[src/rtl/spq_pkg.sv]
package spq_pkg;

    localparam int KEY_W  = 32;
    localparam int KIND_W = 2;
    localparam int STAT_W = 2;
    localparam int OCC_W  = 5;

    typedef logic signed [KEY_W-1:0] key_t;

    // Request kinds
    typedef enum logic [KIND_W-1:0] {
        KIND_INSERT  = 2'd0,
        KIND_DELETE  = 2'd1,
        KIND_POP     = 2'd2,
        KIND_REPLACE = 2'd3
    } kind_t;

    // Result status codes
    typedef enum logic [STAT_W-1:0] {
        STAT_OK       = 2'd0,
        STAT_FULL     = 2'd1,
        STAT_NOTFOUND = 2'd2,
        STAT_EMPTY    = 2'd3
    } status_t;

    // Operation broadcast to every cell
    typedef enum logic [1:0] {
        OP_HOLD,
        OP_INSERT,
        OP_DELETE,
        OP_POP
    } cell_op_t;

    // The compare key travels on its own wire, apart from the operation
    typedef struct packed {
        cell_op_t op;
        logic     found;   // delete only: some cell matched the key
    } cell_cmd_t;

    // Per-cell compare results
    typedef struct packed {
        logic gt;   // empty or entry > key: insert point is at or before here
        logic ge;   // empty or entry >= key: delete shift starts at or before here
        logic eq;   // holds an entry equal to key
    } cell_flags_t;

    typedef enum logic {
        S_IDLE,
        S_REPL
    } state_t;

endpackage

[src/rtl/sorted_priority_queue_top.sv]
// Sorted priority queue of signed 32-bit keys, held in ascending order in a
// row of CAPACITY identical cells; equal keys leave in arrival order. Each
// cell compares its entry with the broadcast key and either holds or takes
// its left or right neighbor's entry, so the whole list shifts in parallel.
// Insert, delete, and remove-minimum each make a single pass; replace makes two
// (a delete pass, then an insert pass through the same cell row). A new
// request is taken in the same cycle the previous response is taken, so with
// rsp_ready high the queue sustains one request per cycle except replace. Every
// request returns one response: status, removed key (zero if none), the
// head key after the operation (zero when empty) and the occupancy, which
// wraps modulo 32 for capacities above 31. Insert into a full queue is
// dropped with a full status; delete or remove-minimum on an empty queue
// returns an empty status. The queue is empty after reset; no clearing pass.
module sorted_priority_queue_top
    import spq_pkg::*;
#(
    parameter int CAPACITY = 16
)
(
    input  logic                 clk,
    input  logic                 rst_n,
    // request channel
    input  logic                 req_valid,
    output logic                 req_ready,
    input  logic [KIND_W-1:0]    kind,
    input  logic signed [KEY_W-1:0] key,
    input  logic signed [KEY_W-1:0] new_key,
    // response channel
    output logic                 rsp_valid,
    input  logic                 rsp_ready,
    output logic [STAT_W-1:0]    status,
    output logic signed [KEY_W-1:0] removed_key,
    output logic signed [KEY_W-1:0] smallest_key,
    output logic [OCC_W-1:0]     occupancy
);

    localparam int CW = $clog2(CAPACITY + 1);
    localparam logic [CW-1:0] CAP_CNT = CW'(CAPACITY);

    state_t state_reg;
    state_t state_next;

    logic [CW-1:0] count_reg;
    logic [CW-1:0] count_next;
    logic          rsp_valid_reg;
    logic          rsp_valid_next;
    status_t       status_reg;
    status_t       status_next;
    key_t          removed_reg;
    key_t          removed_next;
    key_t          new_key_reg;
    key_t          new_key_next;

    logic          accept;
    kind_t         req_kind;
    cell_cmd_t     cmd;
    key_t          cmp_key;

    key_t          entry_vec [CAPACITY];
    logic [CAPACITY-1:0] valid_vec;
    cell_flags_t   flags_vec [CAPACITY];
    logic [CAPACITY-1:0] eq_vec;
    logic          found;
    logic          empty;
    logic          full;

    // A request enters only when the response slot is free or draining now.
    assign req_ready = (state_reg == S_IDLE) && (!rsp_valid_reg || rsp_ready);
    assign accept    = req_valid && req_ready;
    assign req_kind  = kind_t'(kind);

    assign empty = (count_reg == '0);
    assign full  = (count_reg == CAP_CNT);

    // Compare key: the request key, or the held new key on the replace insert pass
    assign cmp_key = (state_reg == S_REPL) ? new_key_reg : key;

    // Global match for delete; the first match leads the ge region since the
    // row is sorted, so shifting every ge cell removes exactly that entry.
    always_comb
    begin
        for (int i = 0; i < CAPACITY; i++)
        begin
            eq_vec[i] = flags_vec[i].eq;
        end
    end
    assign found = |eq_vec;

    //--------------------------------------------------------------------
    // Cell row
    //--------------------------------------------------------------------
    genvar g;
    generate
        for (g = 0; g < CAPACITY; g++)
        begin : g_cell
            key_t left_entry;
            logic left_valid;
            logic left_gt;
            key_t right_entry;
            logic right_valid;

            if (g == 0)
            begin : g_head
                assign left_entry = '0;
                assign left_valid = 1'b0;
                assign left_gt    = 1'b0;
            end
            else
            begin : g_mid_l
                assign left_entry = entry_vec[g-1];
                assign left_valid = valid_vec[g-1];
                assign left_gt    = flags_vec[g-1].gt;
            end

            if (g == CAPACITY - 1)
            begin : g_tail
                assign right_entry = '0;
                assign right_valid = 1'b0;
            end
            else
            begin : g_mid_r
                assign right_entry = entry_vec[g+1];
                assign right_valid = valid_vec[g+1];
            end

            spq_cell u_cell (
                .clk         (clk),
                .rst_n       (rst_n),
                .cmd         (cmd),
                .key         (cmp_key),
                .left_entry  (left_entry),
                .left_valid  (left_valid),
                .left_gt     (left_gt),
                .right_entry (right_entry),
                .right_valid (right_valid),
                .entry       (entry_vec[g]),
                .valid       (valid_vec[g]),
                .flags       (flags_vec[g])
            );
        end
    endgenerate

    //--------------------------------------------------------------------
    // Next state
    //--------------------------------------------------------------------
    always_comb
    begin
        state_next = state_reg;
        unique case (state_reg)
            S_IDLE:
            begin
                if (accept && (req_kind == KIND_REPLACE))
                begin
                    state_next = S_REPL;
                end
            end
            S_REPL:
            begin
                state_next = S_IDLE;
            end
            default:
            begin
                state_next = S_IDLE;
            end
        endcase
    end

    //--------------------------------------------------------------------
    // Cell command, count and response
    //--------------------------------------------------------------------
    always_comb
    begin
        cmd.op         = OP_HOLD;
        cmd.found      = found;
        count_next     = count_reg;
        status_next    = status_reg;
        removed_next   = removed_reg;
        new_key_next   = new_key_reg;
        rsp_valid_next = rsp_valid_reg && !rsp_ready;

        unique case (state_reg)
            S_IDLE:
            begin
                if (accept)
                begin
                    status_next  = STAT_OK;
                    removed_next = '0;
                    unique case (req_kind)
                        KIND_INSERT:
                        begin
                            rsp_valid_next = 1'b1;
                            if (full)
                            begin
                                status_next = STAT_FULL;
                            end
                            else
                            begin
                                cmd.op     = OP_INSERT;
                                count_next = count_reg + CW'(1);
                            end
                        end
                        KIND_DELETE:
                        begin
                            rsp_valid_next = 1'b1;
                            if (empty)
                            begin
                                status_next = STAT_EMPTY;
                            end
                            else if (found)
                            begin
                                cmd.op       = OP_DELETE;
                                removed_next = key;
                                count_next   = count_reg - CW'(1);
                            end
                            else
                            begin
                                status_next = STAT_NOTFOUND;
                            end
                        end
                        KIND_POP:
                        begin
                            rsp_valid_next = 1'b1;
                            if (empty)
                            begin
                                status_next = STAT_EMPTY;
                            end
                            else
                            begin
                                cmd.op       = OP_POP;
                                removed_next = entry_vec[0];
                                count_next   = count_reg - CW'(1);
                            end
                        end
                        KIND_REPLACE:
                        begin
                            // delete pass; insert follows in S_REPL
                            new_key_next = new_key;
                            if (found)
                            begin
                                cmd.op       = OP_DELETE;
                                removed_next = key;
                                count_next   = count_reg - CW'(1);
                            end
                            else
                            begin
                                status_next = STAT_NOTFOUND;
                            end
                        end
                        default:
                        begin
                            rsp_valid_next = 1'b1;
                        end
                    endcase
                end
            end
            S_REPL:
            begin
                rsp_valid_next = 1'b1;
                if (full)
                begin
                    status_next = STAT_FULL;
                end
                else
                begin
                    cmd.op     = OP_INSERT;
                    count_next = count_reg + CW'(1);
                end
            end
            default:
            begin
                cmd.op = OP_HOLD;
            end
        endcase
    end

    always_ff @(posedge clk or negedge rst_n)
    begin
        if (!rst_n)
        begin
            state_reg     <= S_IDLE;
            count_reg     <= '0;
            rsp_valid_reg <= 1'b0;
        end
        else
        begin
            state_reg     <= state_next;
            count_reg     <= count_next;
            rsp_valid_reg <= rsp_valid_next;
        end
    end

    always_ff @(posedge clk)
    begin
        status_reg  <= status_next;
        removed_reg <= removed_next;
        new_key_reg <= new_key_next;
    end

    // Head comes straight from the cell row, occupancy from the count: neither
    // changes while a response waits, as a request enters only as it leaves.
    assign rsp_valid    = rsp_valid_reg;
    assign status       = status_reg;
    assign removed_key  = removed_reg;
    assign smallest_key = valid_vec[0] ? entry_vec[0] : '0;
    assign occupancy    = OCC_W'(count_reg);

    //--------------------------------------------------------------------
    // Assertions
    //--------------------------------------------------------------------
    a_count_range: assert property (@(posedge clk) disable iff (!rst_n)
        count_reg <= CAP_CNT)
        else $error("entry count beyond capacity");

    a_count_match: assert property (@(posedge clk) disable iff (!rst_n)
        $countones(valid_vec) == int'(count_reg))
        else $error("cell valid bits disagree with entry count");

    a_head_valid: assert property (@(posedge clk) disable iff (!rst_n)
        valid_vec[0] == !empty)
        else $error("head cell valid does not follow occupancy");

    a_repl_follows: assert property (@(posedge clk) disable iff (!rst_n)
        (accept && (req_kind == KIND_REPLACE)) |=> (state_reg == S_REPL))
        else $error("replace did not enter its insert pass");

    a_repl_slot_free: assert property (@(posedge clk) disable iff (!rst_n)
        (state_reg == S_REPL) |-> !rsp_valid_reg)
        else $error("response pending during replace insert pass");

endmodule

[src/rtl/spq_cell.sv]
module spq_cell
    import spq_pkg::*;
(
    input  logic        clk,
    input  logic        rst_n,
    input  cell_cmd_t   cmd,
    input  key_t        key,
    input  key_t        left_entry,
    input  logic        left_valid,
    input  logic        left_gt,
    input  key_t        right_entry,
    input  logic        right_valid,
    output key_t        entry,
    output logic        valid,
    output cell_flags_t flags
);

    key_t entry_reg;
    key_t entry_next;
    logic valid_reg;
    logic valid_next;

    always_comb
    begin
        flags.gt = !valid_reg || (entry_reg > key);
        flags.ge = !valid_reg || (entry_reg >= key);
        flags.eq = valid_reg && (entry_reg == key);
    end

    always_comb
    begin
        entry_next = entry_reg;
        valid_next = valid_reg;
        case (cmd.op)
            OP_INSERT:
            begin
                // Cells past the insert point move one place right
                if (flags.gt)
                begin
                    if (left_gt)
                    begin
                        entry_next = left_entry;
                        valid_next = left_valid;
                    end
                    else
                    begin
                        entry_next = key;
                        valid_next = 1'b1;
                    end
                end
            end
            OP_DELETE:
            begin
                if (cmd.found && flags.ge)
                begin
                    entry_next = right_entry;
                    valid_next = right_valid;
                end
            end
            OP_POP:
            begin
                entry_next = right_entry;
                valid_next = right_valid;
            end
            default:
            begin
                entry_next = entry_reg;
                valid_next = valid_reg;
            end
        endcase
    end

    always_ff @(posedge clk or negedge rst_n)
    begin
        if (!rst_n)
        begin
            valid_reg <= 1'b0;
        end
        else
        begin
            valid_reg <= valid_next;
        end
    end

    always_ff @(posedge clk)
    begin
        entry_reg <= entry_next;
    end

    assign entry = entry_reg;
    assign valid = valid_reg;

endmodule
[config.mk]
export PLATFORM = sky130hd
export DESIGN_NAME = sorted_priority_queue_top
export DESIGN_NICKNAME = d
export VERILOG_FILES = /design/src/rtl/spq_pkg.sv /design/src/rtl/sorted_priority_queue_top.sv /design/src/rtl/spq_cell.sv
export SDC_FILE = /design/constraint.sdc
export NUM_CORES = 2
export LEC_CHECK = 0
export CORE_ASPECT_RATIO = 1.5
export CORE_MARGIN = 2
export CORE_UTILIZATION = 43
export CTS_CLUSTER_SIZE = 20
export DETAILED_ROUTE_END_ITERATION = 6
export DONT_BUFFER_PORTS = 1
export GPL_TIMING_DRIVEN = 0
export PLACE_DENSITY = 0.69
export SLEW_MARGIN = 20
export SYNTH_ARGS = -nofsm -noshare
export SYNTH_HDL_FRONTEND = slang
export SYNTH_SLANG_ARGS = --single-unit
[constraint.sdc]
create_clock -name clk -period 5.55 [get_ports clk]
set_clock_uncertainty 0.1 [all_clocks]
set_input_delay 1.11 -clock clk [delete_from_list [all_inputs] [get_ports clk]]
set_output_delay 1.11 -clock clk [all_outputs]
set_load 0.03 [all_outputs]
==> metrics.md <==
| Metric | Value |
|---|---|
| Library cells used by synthesis | 75 |
| Share of layout cells above drive strength 1 | 11.2% |
| Hold WS | 45.3 ps |
| Leading area contributor after synthesis | edfxtp_1 |
| Synth cell count leaders | edfxtp_1, nand2_1, ha_1 |
| Clock buffer depth | 3 |
| YS warnings | 0 |
| Critical Path RT | 5810 ps |
| Root buffer cell | clkbuf_16 |
| Sequential cell area | 17900 um2 |
| Failing checks | setup timing |
| Final net count | 4756 |
| Core area | 95800 um2 |
| Mean Syn Cell Area | 10.5 um2 |
| Largest register FFs | 512 |
| Arrival time at the worst endpoint | 5840 ps |
| Max VDD drop | 0.000271 V |
| Synth async-reset ratio | 3.83% |
| Vias | 33900 |
| Dominant cells by area after synthesis | edfxtp_1, ha_1, mux2i_1 |
| Final cycle utilization of the critical path | 101% |
| Vias in the first global route | 34900 |
| CTS tree | yes |
| Global route overflow | 0 |
| DRT Wirelength | 147000 um |
| RSZ-0062 raised after global routing | no |
| Final hold violation count | 0 |
| HP Class | primary input to asynchronous set/reset pin |
| Critical Path End Type | register |
| ANT nets after route | 0 |
| Clk_lat worst skew | 680 ps |
| # IOs | 143 |
| Fill count | 8481 |
| Max incr delay on CP | 880 ps |
| Post-Layout Cell Count | 5497 |
| Area of the multi-input gates | 22700 um2 |
| RD Place Congestion | 0.972 |
| TritonCTS Sinks | 601 |
| Buf/Inv on CP | 5 |
| FP Rows | 139 |
| Vias per cell | 6.16 |
| Worst slew pin tran | 1200 ps |
| Die width | 258 um |
| Largest net degree at the start of global routing | 37 |
| Mapped Cells | 3967 |
| Most used cell, CP | o21ai_0 |
| Syn Std Cell Area | 41500 um2 |
| Area Growth Syn to Fin | 14.7% |
| Dpl hpwl | 118000 um |
| Mapped Nets | 4551 |
| Placed cell count | 5254 |
| CP max-delay cell | a32oi_1 |
| Status | finished with violations |
| FMAX | 179 MHz |
| Drt pass-1 iters | 5 |
| Drt initial violations | 2900 |
| Die Y | 385 um |
| CP Cell Sequence | clkbuf_4 -> mux2_2 -> clkinvlp_4 -> buf_4 -> ha_1 -> nand4_1 -> nor2_1 -> o21ai_0 -> o21ai_0 -> o211ai_1 -> a32oi_1 -> clkbuf_1 -> a21oi_1 -> nor2_4 -> buf_16 |
| First-pass GRT wire length | 213000 um |
| Final setup violation count | 42 |
| Tmin final | 5580 ps |
| Max-slew violation count | 0 |
| TritonCTS Buffers | 60 |
| Synth Register Bits | 601 |
| Setup CP Type | register to register |
| Post-synth top area share | 41.8% |
| Pwr Density | 399 nW/um2 |
| P_leak | 0.0196 uW |
| GRT Resource Usage Total | 28.9% |
| Most frequent cell after synthesis | edfxtp_1 |
| Commonest register cell after synthesis | edfxtp_1 |
| Worst-path clk slew | 70 ps |
| Max Cap Viol | 0 |
| CP Max Fanout | 16 |
| Worst slew margin | 19.8% |
| I/O Buffers | 0 |
| Critical path's top delay family | buffers and inverters |
| Wirelength per Cell | 26.7 um |
| H-tree Lvls | 2 |
| Drt drc | 0 |
| Worst setup SP type | register |
| Initial antenna violation count | 5 |
| Full die area | 99100 um2 |
| Final WS setup | -28.5 ps |
| Number of flops mapped to enable cells by yosys | 578 |
| Register area share after synthesis | 43.2% |
| Starting Density | 43.3% |
per-layer routing:
metal | track usage (%) | vias up | part of all wire [%]
met3 | 4.59 | 599 | 5.7
met1 | 27.2 | 16200 | 33
met5 | 0 | - | 0.023
met2 | 52.9 | 1553 | 51
met4 | 27.3 | 4 | 11
li1 | - | 15500 | -
worst paths after layout:
path                                            start                    endpoint  slack, ps  cells after the start
setup / recovery                            state_reg   g_cell[6].u_cell.entry[8]        -30                     15
hold / removal                                  rst_n     g_cell[12].u_cell.valid         50                      0
setup reg to reg                            state_reg   g_cell[6].u_cell.entry[8]        -30                     15
hold reg to reg            g_cell[7].u_cell.entry[29]  g_cell[6].u_cell.entry[29]        470                      2
max in group asynchronous                       rst_n      g_cell[1].u_cell.valid       4310                      1
min in group clk                           new_key[7]              new_key_reg[7]        430                      0
where the power goes:
group	internal [uW]	switching, uW
registers	6410	877
clock network	2360	1920
logic	2990	4430
total	11800	7230
layout make-up:
type	count	area share [%]
clock inverter	40	0.801
timing repair inverter	1	0.0158
antenna	4	0.0210
buffer	233	2.37
inverter	76	0.843
multi-input combinational	3057	47.6
tap	1269	3.33
timing repair buffer	142	4.07
sequential	601	37.6
clock buffer	74	3.35
cell usage in the layout, fill, tap and decap left out, types with 15 or more instances in the layout:
| cell type | n |
|---|---|
| a21o_1 | 172 |
| edfxtp_1 | 578 |
| ha_1 | 514 |
| nand3_1 | 50 |
| and2_1 | 40 |
| nor2_1 | 100 |
| mux2_2 | 29 |
| o21a_1 | 22 |
| a211oi_1 | 41 |
| nor4_1 | 17 |
| buf_16 | 16 |
| clkbuf_1 | 125 |
| a21oi_1 | 150 |
| a22o_1 | 32 |
| nor3_1 | 20 |
| o21ai_0 | 428 |
| o21ai_1 | 76 |
| clkinv_1 | 15 |
| nor2b_1 | 19 |
| clkbuf_16 | 62 |
| buf_4 | 92 |
| inv_1 | 44 |
| nand2_1 | 558 |
| o311ai_0 | 33 |
| or3_1 | 16 |
| buf_12 | 44 |
| buf_2 | 87 |
| mux2i_1 | 417 |
| clkinvlp_4 | 33 |
| nand4_1 | 137 |
| dfrtp_1 | 23 |
what timing repair did:
item                                   4_1_cts  5_1_grt
hold buffers                                 1        0
endpoints found under the hold margin        6        0
setup endpoints to repair                 1078      841
resized for setup                           77       34
gates cloned                                 1        0
setup buffers                              109       14
pin swaps                                   10        3
cells by family (layout without fill, tap and decap cells):
kind of cell               count (synthesis)  count (layout)  share of synthesized area (%)
buffers and inverters                    309             566                           3.27
and+or+nand+nor                         1020            1020                           11.2
xor gates and xnor gates                   4               4                         0.0844
other                                      0               4                              0
DFF                                      601             601                           43.2
muxes                                    451             451                           11.0
adders and majority gates                514             514                           15.5
AOI/OAI and AO/OA                       1068            1068                           15.8
metrics by stage:
stage                     area (um2)  setup WS [ps]  TNS [ps]  utilization [%]  total power (uW)
after detailed placement       43700          -2740  -2244140             45.6             14300
after global routing           47700           31.2         0             49.7             19800
final                          47700          -28.5      -379             49.7             19000
after floorplan                41600           -429    -80470                -             12000
after CTS                      47400           1.58         0             49.4             18800
after global placement         43100          -4480  -2781040             45.0             13900
(Power assumes the default switching activity.)
